--- config.mk ---
export PLATFORM = sky130hd
export DESIGN_NAME = counting_semaphore_with_waiters_unit
export DESIGN_NICKNAME = d
export VERILOG_FILES = /design/src/sv/csw_pkg.sv /design/src/sv/csw_ram.sv /design/src/sv/counting_semaphore_with_waiters_unit.sv
export SDC_FILE = /design/constraint.sdc
export NUM_CORES = 1
export LEC_CHECK = 0
export BUFFER_PORTS_ARGS = -buffer_cell sky130_fd_sc_hd__buf_4
export CAP_MARGIN = 20
export CORE_UTILIZATION = 31
export DETAILED_ROUTE_END_ITERATION = 8
export PLACE_DENSITY_LB_ADDON = 0.2
export SYNTH_ARGS = -nofsm -noshare
export SYNTH_HDL_FRONTEND = slang
export SYNTH_HIERARCHICAL = 1
export SYNTH_SLANG_ARGS = --single-unit
--- constraint.sdc ---
create_clock -name clk -period 5.5 [get_ports clk]
set_input_delay 0.55 -clock clk [delete_from_list [all_inputs] [get_ports clk]]
set_output_delay 0.55 -clock clk [all_outputs]
set_load 0.05 [all_outputs]
--- src/sv/csw_pkg.sv ---
// Shared types and constants for the counting semaphore with a waiter queue.
// Holds the command and response beat structs, operation and status codes.
// No dependencies.
`default_nettype none

package csw_pkg;

  localparam int MAX_WAITERS_DEF = 16;
  localparam int COUNT_BITS_DEF  = 16;

  localparam int TASK_W      = 8;
  localparam int CFG_DATA_W  = 16;
  localparam int CFG_INDEX_W = 1;

  localparam logic [CFG_INDEX_W-1:0] CFG_COUNT_LIMIT   = 1'd0;
  localparam logic [CFG_INDEX_W-1:0] CFG_INITIAL_COUNT = 1'd1;

  localparam logic [1:0] OP_TAKE   = 2'd0;
  localparam logic [1:0] OP_GIVE   = 2'd1;
  localparam logic [1:0] OP_CANCEL = 2'd2;

  localparam logic [2:0] ST_GRANTED   = 3'd0;
  localparam logic [2:0] ST_REFUSED   = 3'd1;
  localparam logic [2:0] ST_PENDED    = 3'd2;
  localparam logic [2:0] ST_WOKEN     = 3'd3;
  localparam logic [2:0] ST_RAISED    = 3'd4;
  localparam logic [2:0] ST_AT_LIMIT  = 3'd5;
  localparam logic [2:0] ST_CANCELLED = 3'd6;
  localparam logic [2:0] ST_IGNORED   = 3'd7;

  typedef struct packed {
    logic [1:0]        operation;
    logic [TASK_W-1:0] task_id;
    logic              no_wait;
  } cmd_t;

  typedef struct packed {
    logic [2:0]        status;
    logic [TASK_W-1:0] woken_task;
    logic [15:0]       count_now;
    logic [4:0]        waiters_now;
  } rsp_t;

endpackage

`default_nettype wire

--- src/sv/csw_ram.sv ---
// Simple dual-port memory for the waiter id queue, one write and one read port.
// Read data is registered, so it appears in the cycle after a read with rd_en high.
// No dependencies.
`default_nettype none

module csw_ram #(
  parameter int DEPTH  = 16,
  parameter int ADDR_W = 4,
  parameter int DATA_W = 8
) (
  input  wire logic              clk,
  input  wire logic              wr_en,
  input  wire logic [ADDR_W-1:0] wr_addr,
  input  wire logic [DATA_W-1:0] wr_data,
  input  wire logic              rd_en,
  input  wire logic [ADDR_W-1:0] rd_addr,
  output logic      [DATA_W-1:0] rd_data
);

  logic [DATA_W-1:0] mem [DEPTH];

  always_ff @(posedge clk) begin
    if (wr_en) begin
      mem[wr_addr] <= wr_data;
    end
  end

  always_ff @(posedge clk) begin
    if (rd_en) begin
      rd_data <= mem[rd_addr];
    end
  end

endmodule

`default_nettype wire

--- src/sv/counting_semaphore_with_waiters_unit.sv ---
// A take, a refused give and a count raise go from accept to S_EMIT, which
// registers the response; a give that wakes a waiter passes S_WAKE first; a
// cancel with waiters queued scans the entries in S_SCAN and moves the entries
// behind the match up in S_SHIFT. One command is in flight at a time; the next
// command waits until S_EMIT, which a stalled response holds, registers the last.
// Reset empties the queue, loads the count with 0 and the limit with all ones.
// Depends on csw_pkg and csw_ram.
`default_nettype none

module counting_semaphore_with_waiters_unit #(
  parameter int MAX_WAITERS = csw_pkg::MAX_WAITERS_DEF,
  parameter int COUNT_BITS  = csw_pkg::COUNT_BITS_DEF
) (
  input  wire logic                            clk,
  input  wire logic                            rst,
  input  wire logic                            cmd_valid,
  output logic                                 cmd_stall,
  input  wire csw_pkg::cmd_t                   cmd,
  output logic                                 rsp_valid,
  input  wire logic                            rsp_stall,
  output csw_pkg::rsp_t                        rsp,
  input  wire logic                            cfg_valid,
  output logic                                 cfg_ready,
  input  wire logic [csw_pkg::CFG_INDEX_W-1:0] cfg_index,
  input  wire logic [csw_pkg::CFG_DATA_W-1:0]  cfg_data
);

  localparam int IDX_W = (MAX_WAITERS > 1) ? $clog2(MAX_WAITERS) : 1;
  localparam int OCC_W = $clog2(MAX_WAITERS + 1);
  localparam logic [OCC_W-1:0] OCC_FULL = OCC_W'(MAX_WAITERS);
  localparam logic [OCC_W:0]   DEPTH_X  = (OCC_W + 1)'(MAX_WAITERS);

  typedef enum logic [2:0] {
    S_IDLE,
    S_WAKE,
    S_SCAN,
    S_SHIFT,
    S_EMIT
  } state_t;

  state_t                       state;
  logic [IDX_W-1:0]             head;
  logic [OCC_W-1:0]             occ;
  logic [OCC_W-1:0]             pos;
  logic [COUNT_BITS-1:0]        count;
  logic [COUNT_BITS-1:0]        limit;
  logic [csw_pkg::TASK_W-1:0]   tid;
  logic [2:0]                   status_q;
  logic [csw_pkg::TASK_W-1:0]   woken_q;

  logic                         accept;
  logic                         wr_en;
  logic [IDX_W-1:0]             wr_addr;
  logic [csw_pkg::TASK_W-1:0]   wr_data;
  logic                         rd_en;
  logic [IDX_W-1:0]             rd_addr;
  logic [csw_pkg::TASK_W-1:0]   rd_data;
  logic [OCC_W:0]               occ_x;
  logic [OCC_W:0]               pos1;
  logic [OCC_W:0]               pos2;
  logic                         more1;
  logic                         more2;
  logic [COUNT_BITS+15:0]       cfg_x;
  logic [COUNT_BITS+15:0]       cnt_x;
  logic [OCC_W+4:0]             occ_w;

  function automatic logic [IDX_W-1:0] wrap_add(input logic [IDX_W-1:0] base,
                                                input logic [OCC_W:0]   ofs);
    logic [OCC_W:0] sum;
    sum = {{(OCC_W + 1 - IDX_W){1'b0}}, base} + ofs;
    if (sum >= DEPTH_X) begin
      sum = sum - DEPTH_X;
    end
    return sum[IDX_W-1:0];
  endfunction

  assign cmd_stall = (state != S_IDLE);
  assign cfg_ready = 1'b1;
  assign accept    = cmd_valid && (state == S_IDLE);

  assign occ_x = {1'b0, occ};
  assign pos1  = {1'b0, pos} + (OCC_W + 1)'(1);
  assign pos2  = {1'b0, pos} + (OCC_W + 1)'(2);
  assign more1 = (pos1 < occ_x);
  assign more2 = (pos2 < occ_x);
  assign cfg_x = {{COUNT_BITS{1'b0}}, cfg_data};
  assign cnt_x = {16'd0, count};
  assign occ_w = {5'd0, occ};

  always_comb begin
    wr_en   = 1'b0;
    wr_addr = wrap_add(head, occ_x);
    wr_data = cmd.task_id;
    rd_en   = 1'b0;
    rd_addr = head;
    unique case (state)
      S_IDLE: begin
        if (accept) begin
          if (cmd.operation == csw_pkg::OP_TAKE && count == '0 && !cmd.no_wait &&
              occ != OCC_FULL) begin
            wr_en = 1'b1;
          end
          if ((cmd.operation == csw_pkg::OP_GIVE || cmd.operation == csw_pkg::OP_CANCEL) &&
              occ != '0) begin
            rd_en = 1'b1;
          end
        end
      end
      S_SCAN: begin
        rd_en   = more1;
        rd_addr = wrap_add(head, pos1);
      end
      S_SHIFT: begin
        wr_en   = 1'b1;
        wr_addr = wrap_add(head, {1'b0, pos});
        wr_data = rd_data;
        rd_en   = more2;
        rd_addr = wrap_add(head, pos2);
      end
      default: begin
      end
    endcase
  end

  csw_ram #(
    .DEPTH  (MAX_WAITERS),
    .ADDR_W (IDX_W),
    .DATA_W (csw_pkg::TASK_W)
  ) u_queue (
    .clk     (clk),
    .wr_en   (wr_en),
    .wr_addr (wr_addr),
    .wr_data (wr_data),
    .rd_en   (rd_en),
    .rd_addr (rd_addr),
    .rd_data (rd_data)
  );

  always_ff @(posedge clk) begin
    if (rst) begin
      state     <= S_IDLE;
      head      <= '0;
      occ       <= '0;
      pos       <= '0;
      count     <= '0;
      limit     <= '1;
      rsp_valid <= 1'b0;
    end else begin
      if (rsp_valid && !rsp_stall && state != S_EMIT) begin
        rsp_valid <= 1'b0;
      end
      if (cfg_valid && cfg_ready) begin
        if (cfg_index == csw_pkg::CFG_COUNT_LIMIT) begin
          limit <= cfg_x[COUNT_BITS-1:0];
        end else if (cfg_index == csw_pkg::CFG_INITIAL_COUNT) begin
          count <= cfg_x[COUNT_BITS-1:0];
        end
      end
      unique case (state)
        S_IDLE: begin
          if (accept) begin
            tid      <= cmd.task_id;
            woken_q  <= '0;
            pos      <= '0;
            status_q <= csw_pkg::ST_REFUSED;
            state    <= S_EMIT;
            case (cmd.operation)
              csw_pkg::OP_TAKE: begin
                if (count != '0) begin
                  count    <= count - COUNT_BITS'(1);
                  status_q <= csw_pkg::ST_GRANTED;
                end else if (!cmd.no_wait && occ != OCC_FULL) begin
                  occ      <= occ + OCC_W'(1);
                  status_q <= csw_pkg::ST_PENDED;
                end
              end
              csw_pkg::OP_GIVE: begin
                if (occ != '0) begin
                  state <= S_WAKE;
                end else if (count < limit) begin
                  count    <= count + COUNT_BITS'(1);
                  status_q <= csw_pkg::ST_RAISED;
                end else begin
                  status_q <= csw_pkg::ST_AT_LIMIT;
                end
              end
              csw_pkg::OP_CANCEL: begin
                status_q <= csw_pkg::ST_IGNORED;
                if (occ != '0) begin
                  state <= S_SCAN;
                end
              end
              default: begin
              end
            endcase
          end
        end
        S_WAKE: begin
          woken_q  <= rd_data;
          head     <= wrap_add(head, (OCC_W + 1)'(1));
          occ      <= occ - OCC_W'(1);
          status_q <= csw_pkg::ST_WOKEN;
          state    <= S_EMIT;
        end
        S_SCAN: begin
          if (rd_data == tid) begin
            status_q <= csw_pkg::ST_CANCELLED;
            if (more1) begin
              state <= S_SHIFT;
            end else begin
              occ   <= occ - OCC_W'(1);
              state <= S_EMIT;
            end
          end else if (more1) begin
            pos <= pos1[OCC_W-1:0];
          end else begin
            state <= S_EMIT;
          end
        end
        S_SHIFT: begin
          pos <= pos1[OCC_W-1:0];
          if (!more2) begin
            occ   <= occ - OCC_W'(1);
            state <= S_EMIT;
          end
        end
        S_EMIT: begin
          if (!rsp_valid || !rsp_stall) begin
            rsp_valid       <= 1'b1;
            rsp.status      <= status_q;
            rsp.woken_task  <= woken_q;
            rsp.count_now   <= cnt_x[15:0];
            rsp.waiters_now <= occ_w[4:0];
            state           <= S_IDLE;
          end
        end
        default: begin
          state <= S_IDLE;
        end
      endcase
    end
  end

endmodule

`default_nettype wire
# After elaboration in Yosys (flattened, before gate mapping)
# Memory sizes are Yosys's and may differ from the RTL's. A register that Yosys moved wholly into a read port is not among the register bits.
# Cells that the tools add are included.
# word_totals
n_memories,1
register_bits,101
in_bits,33
ramBits,128
# mem_list
name,words,width,read_ports,rd_ports_with_merged_regs,wr,line_no,source
u_queue.mem,16,8,1,1,1,csw_ram.sv:20,logic [DATA_W-1:0] mem [DEPTH];
# op_classes
n_eq_ne,20
reduce_logical,31
add_sub_neg,16
muxes,59
n_bitwise,2
magnitude_cmp,8
# op_table
cell,n
$mux 16,7
$mux 5,10
$mux 3,11
$pmux 16 s2,1
$ge 6x5->1 const B,4
$mux 4,6
$pmux 5 s4,1
$sub 4x1->4 const B,5
$pmux 3 s3,2
$add 16x1->16 const B,1
$logic_not 16->1,1
$lt 16x16->1,1
$mux 8,2
$ne 2x2->1 const B,8
$pmux 8 s2,1
$reduce_bool 16->1,1
$sub 16x1->16 const B,1
$pmux 3 s5,1
$pmux 5 s3,1
$add 4x5->6,2
$add 4x6->6,2
$lt 6x5->1,2
$reduce_and 4->1,3
$mux 1,10
33 further kinds,52

# Depth between registers and ports, before layout
# depth
ltp_word,9
ltp_mapped,17

# Modules after synthesis
# Netlist, hierarchy kept.
# by_module_without_submodules
mod,n_inst,seq_area_each_um2,area_each_um2,cells_each
counting_semaphore_with_waiters_unit,1,2532.4,6077.1,632
csw_ram,1,4083.9,5227.5,229

# Worst setup path after synthesis
# Ideal clock, no wire load.
# synth_timing
path_kind,flip-flop to flip-flop
from,register state[1]
to,memory u_queue.mem[0][0] (enable)
period_less_slack_ps,4212
setup_slack_ps,1288
path_stages_with_launch,14
setup_time_ps,383
required_ps,5117
path_buffers,3
arrival_ps,3829
cell_sequence,dfxtp_1 -> clkbuf_1 -> nor2b_1 -> clkbuf_1 -> nand2_1 -> clkbuf_1 -> o21ai_0 -> ha_1 -> a21o_1 -> a21oi_1 -> xnor2_1 -> xnor2_1 -> or3b_2 -> nor3_1
# synth_via
word_cells_on_any_way,8
classes_between,1 x eq/ne; 5 x mux; 2 x reduce/logical
# synth_lines
element,line_no,source
from (decl),counting_semaphore_with_waiters_unit.sv:41,state_t state;
from (signal assigned),counting_semaphore_with_waiters_unit.sv:141,state <= S_IDLE;
from (signal assigned),counting_semaphore_with_waiters_unit.sv:166,state <= S_EMIT;
from (signal assigned),counting_semaphore_with_waiters_unit.sv:179,state <= S_WAKE;
$eq 3x2->1,counting_semaphore_with_waiters_unit.sv:96,unique case (state)
$mux 4,counting_semaphore_with_waiters_unit.sv:96,
named net wr_addr[3],counting_semaphore_with_waiters_unit.sv:53,logic [IDX_W-1:0] wr_addr;
to (decl),csw_ram.sv:20,
# The timed path passes the listed nets, and every way through them passes these cells.

# Worst setup path after layout
# layout_timing
from,register state[1]
to,memory u_queue.mem[1][0] (enable)
# Same word-level chain as after synthesis.

==> results.ini <==
[setup_path]
crit_type = flip-flop to flip-flop
start_kind = flip-flop
crit_fanout = 19
end_kind = flip-flop
worst_path_max_delay_cell = nor2_1
cpPeakStageDelay_ps = 550
crit_arrival_ps = 4400
critPathMostFrequentCell = xnor2_1
worst_ep_required_time_ps = 5680
path_cells = nor2b_1 > buf_4 > nand2_1 > o21ai_0 > ha_1 > a21o_1 > a21oi_1 > xnor2_1 > xnor2_1 > or3b_2 > nor2_1

[global_routing]
grt_pass1_vias = 7226
grt_max_degree = 33
grt_overflow = 0
grt_pass1_wl_um = 43000
antenna_found_initial = 0
gr-usage-all-layers = 0.153

[final_layout]
n_antenna_cell = 0
stdcell_area_um2 = 13100
syn_to_final_growth_pct = 15.8
final_cells = 1408
multiInputGateArea_um2 = 4360
finalNetCount = 1003
final_cell_mix = edfxtp_1 (187), buf_4 (78), nand2_1 (75)
final_common_cell = edfxtp_1
n_fill_cell = 3486
register_area_um2 = 6620
drive_above_1_share = 0.175

[flow_run]
cap_violations = 0

[clocking]
numCtsBuffers = 27
clockRootBuffer = clkbuf_16
cts.clk_slew.worst_paths_ps = 60
cts_tree = yes
clock-sinks = 237
insertion_delay_ps = 550
post_cts_resized = 0
max-clock-path-buffers = 3
cts_max_level = 1
cts_hold_buf = 0
cts_setup_buffers = 0

[power_and_ir_drop]
power.leakage_nw = 4.70
powerDensity_nw_per_um2 = 312
vdd_drop_max_mv = 0.202

[timing]
hold_ws_ps = 201
maxSlewHeadroom = 0.365
setup_violations = 0
rsz0062_at_grt = false
fin_worst_skew_ps = 9.94
finalSetupTns_ps = 0
final_hold_viol_count = 0
worstMarginPinSlew_ps = 946
period_minus_slack_ps = 4220
fmax_mhz = 237
drv_slew = 0
period_share = 0.768
setup_ws_ps = 1280

[placement]
dpl.hpwl_um = 19300
io_buffers = 66
pre_cts_ws_ps = 1250
postPlaceCellArea_um2 = 12200
dpl.cell_count = 1358
gp_congestion = 0.827

[detailed_routing]
first_pass_iters = 7
via_per_inst = 5.07
met2_length_um = 13200
met1Wirelength_um = 12600
drtIter0Drc = 509
highest_layer = met4
wl_um = 27800
ant_nets = 0
drc_errors = 17
wl_per_cell_um = 19.8
vias = 7132
wl_met3_um = 1280

[synth]
netlist_area_um2 = 11300
synth_edf_count = 187
ys_types = 70
ys_seq_area_frac = 0.585
syn_avg_cell_area_um2 = 13.1
ys_ff_latch = 237
ys_warn_count = 6
synthCells = 861
synth_fp_nets = 938
synth_ff_type = edfxtp_1
async_flop_share = 0

[floorplan]
die_h_um = 193
dieArea_um2 = 37200
core_area_um2 = 35700
num_io_pins = 68
fp.dieW_um = 193
placement_rows = 69
start_util = 0.316

[status]
status = finished with violations
violations = DRC

[hold_path]
hold_path_class = primary input to flip-flop

-- routing by layer --
layer | vias to the layer above | track usage
met2 | 163 | 0.254
met1 | 3486 | 0.206
li1 | 3438 | -
met5 | - | 0
met4 | 0 | 0.0472
met3 | 45 | 0.0228
-- per-stage QoR --
step / total power, mW / util
after global placement: 2.42 / 0.343
after floorplan: 2.31 / -
after CTS: 4.15 / 0.366
final: 4.09 / 0.366
after detailed placement: 2.42 / 0.343
after global routing: 4.26 / 0.366
-- worst paths after layout --
kind                              start                           to  slack, ps  cells after the start
setup / recovery  state[1]$_SDFFE_PP0P_  u_queue/mem[1][0]$_DFFE_PP_       1280                     11
hold / removal                   cmd[2]             tid[1]$_DFFE_PP_        200                      1
setup reg to reg  state[1]$_SDFFE_PP0P_  u_queue/mem[1][0]$_DFFE_PP_       1280                     11
hold reg to reg   status_q[0]$_DFFE_PP_            rsp[29]$_DFFE_PP_        420                      0
-- where the power goes --
part | internal, mW | total [mW] | switching (mW)
registers | 1.97 | 2.02 | 0.0485
clock network | 0.979 | 1.70 | 0.724
logic | 0.135 | 0.365 | 0.230
-- registers in the layout, indices dropped and copies added, names as in the netlist --
register,flops
pos,5
tid,8
state,3
occ,5
limit,16
woken_q,8
rsp,32
count,16
u_queue/rd_data,8
u_queue/mem,128
rsp_valid,1
head,4
status_q,3
-- area by class of cell --
class                      count  share of cell area
clock inverter                12             0.00612
sequential                   237               0.505
timing repair buffer          78              0.0447
multi-input combinational    553               0.333
tap                          461              0.0441
clock buffer                  38              0.0587
inverter                      29             0.00831
-- cell usage after synthesis (23+ instances only) --
| library cell | instances | area [um2] |
|---|---|---|
| edfxtp_1 | 187 | 5620 |
| nand2_1 | 76 | 285 |
| dfxtp_1 | 50 | 1000 |
| nor2_1 | 49 | 184 |
| ha_1 | 41 | 513 |
| o21ai_0 | 37 | 185 |
| a21oi_1 | 32 | 160 |
| inv_1 | 29 | 109 |
| o211ai_1 | 28 | 210 |
| nand3_1 | 25 | 125 |
| clkbuf_1 | 24 | 90.1 |
| xor2_1 | 23 | 201 |
-- cells by family after synthesis --
logic type	Yosys count	synth area share
AOI/OAI and AO/OA	169	0.0989
other	1	0.000332
muxes	61	0.0952
buffers and inverters	71	0.0305
and+or+nand+nor	235	0.106
DFF	237	0.585
adders and majority gates	44	0.0507
xor gates and xnor gates	43	0.0333
-- critical path, delay by kind of cell, from the launching register on --
kind / cells / cell delay, ps
AOI/OAI and AO/OA: 3 / 850
xor gates and xnor gates: 2 / 290
adders and majority gates: 1 / 310
buffers and inverters: 1 / 180
DFF: 1 / 520
and+or+nand+nor: 4 / 1700
No activity file was read; power rests on OpenSTA's default activity.
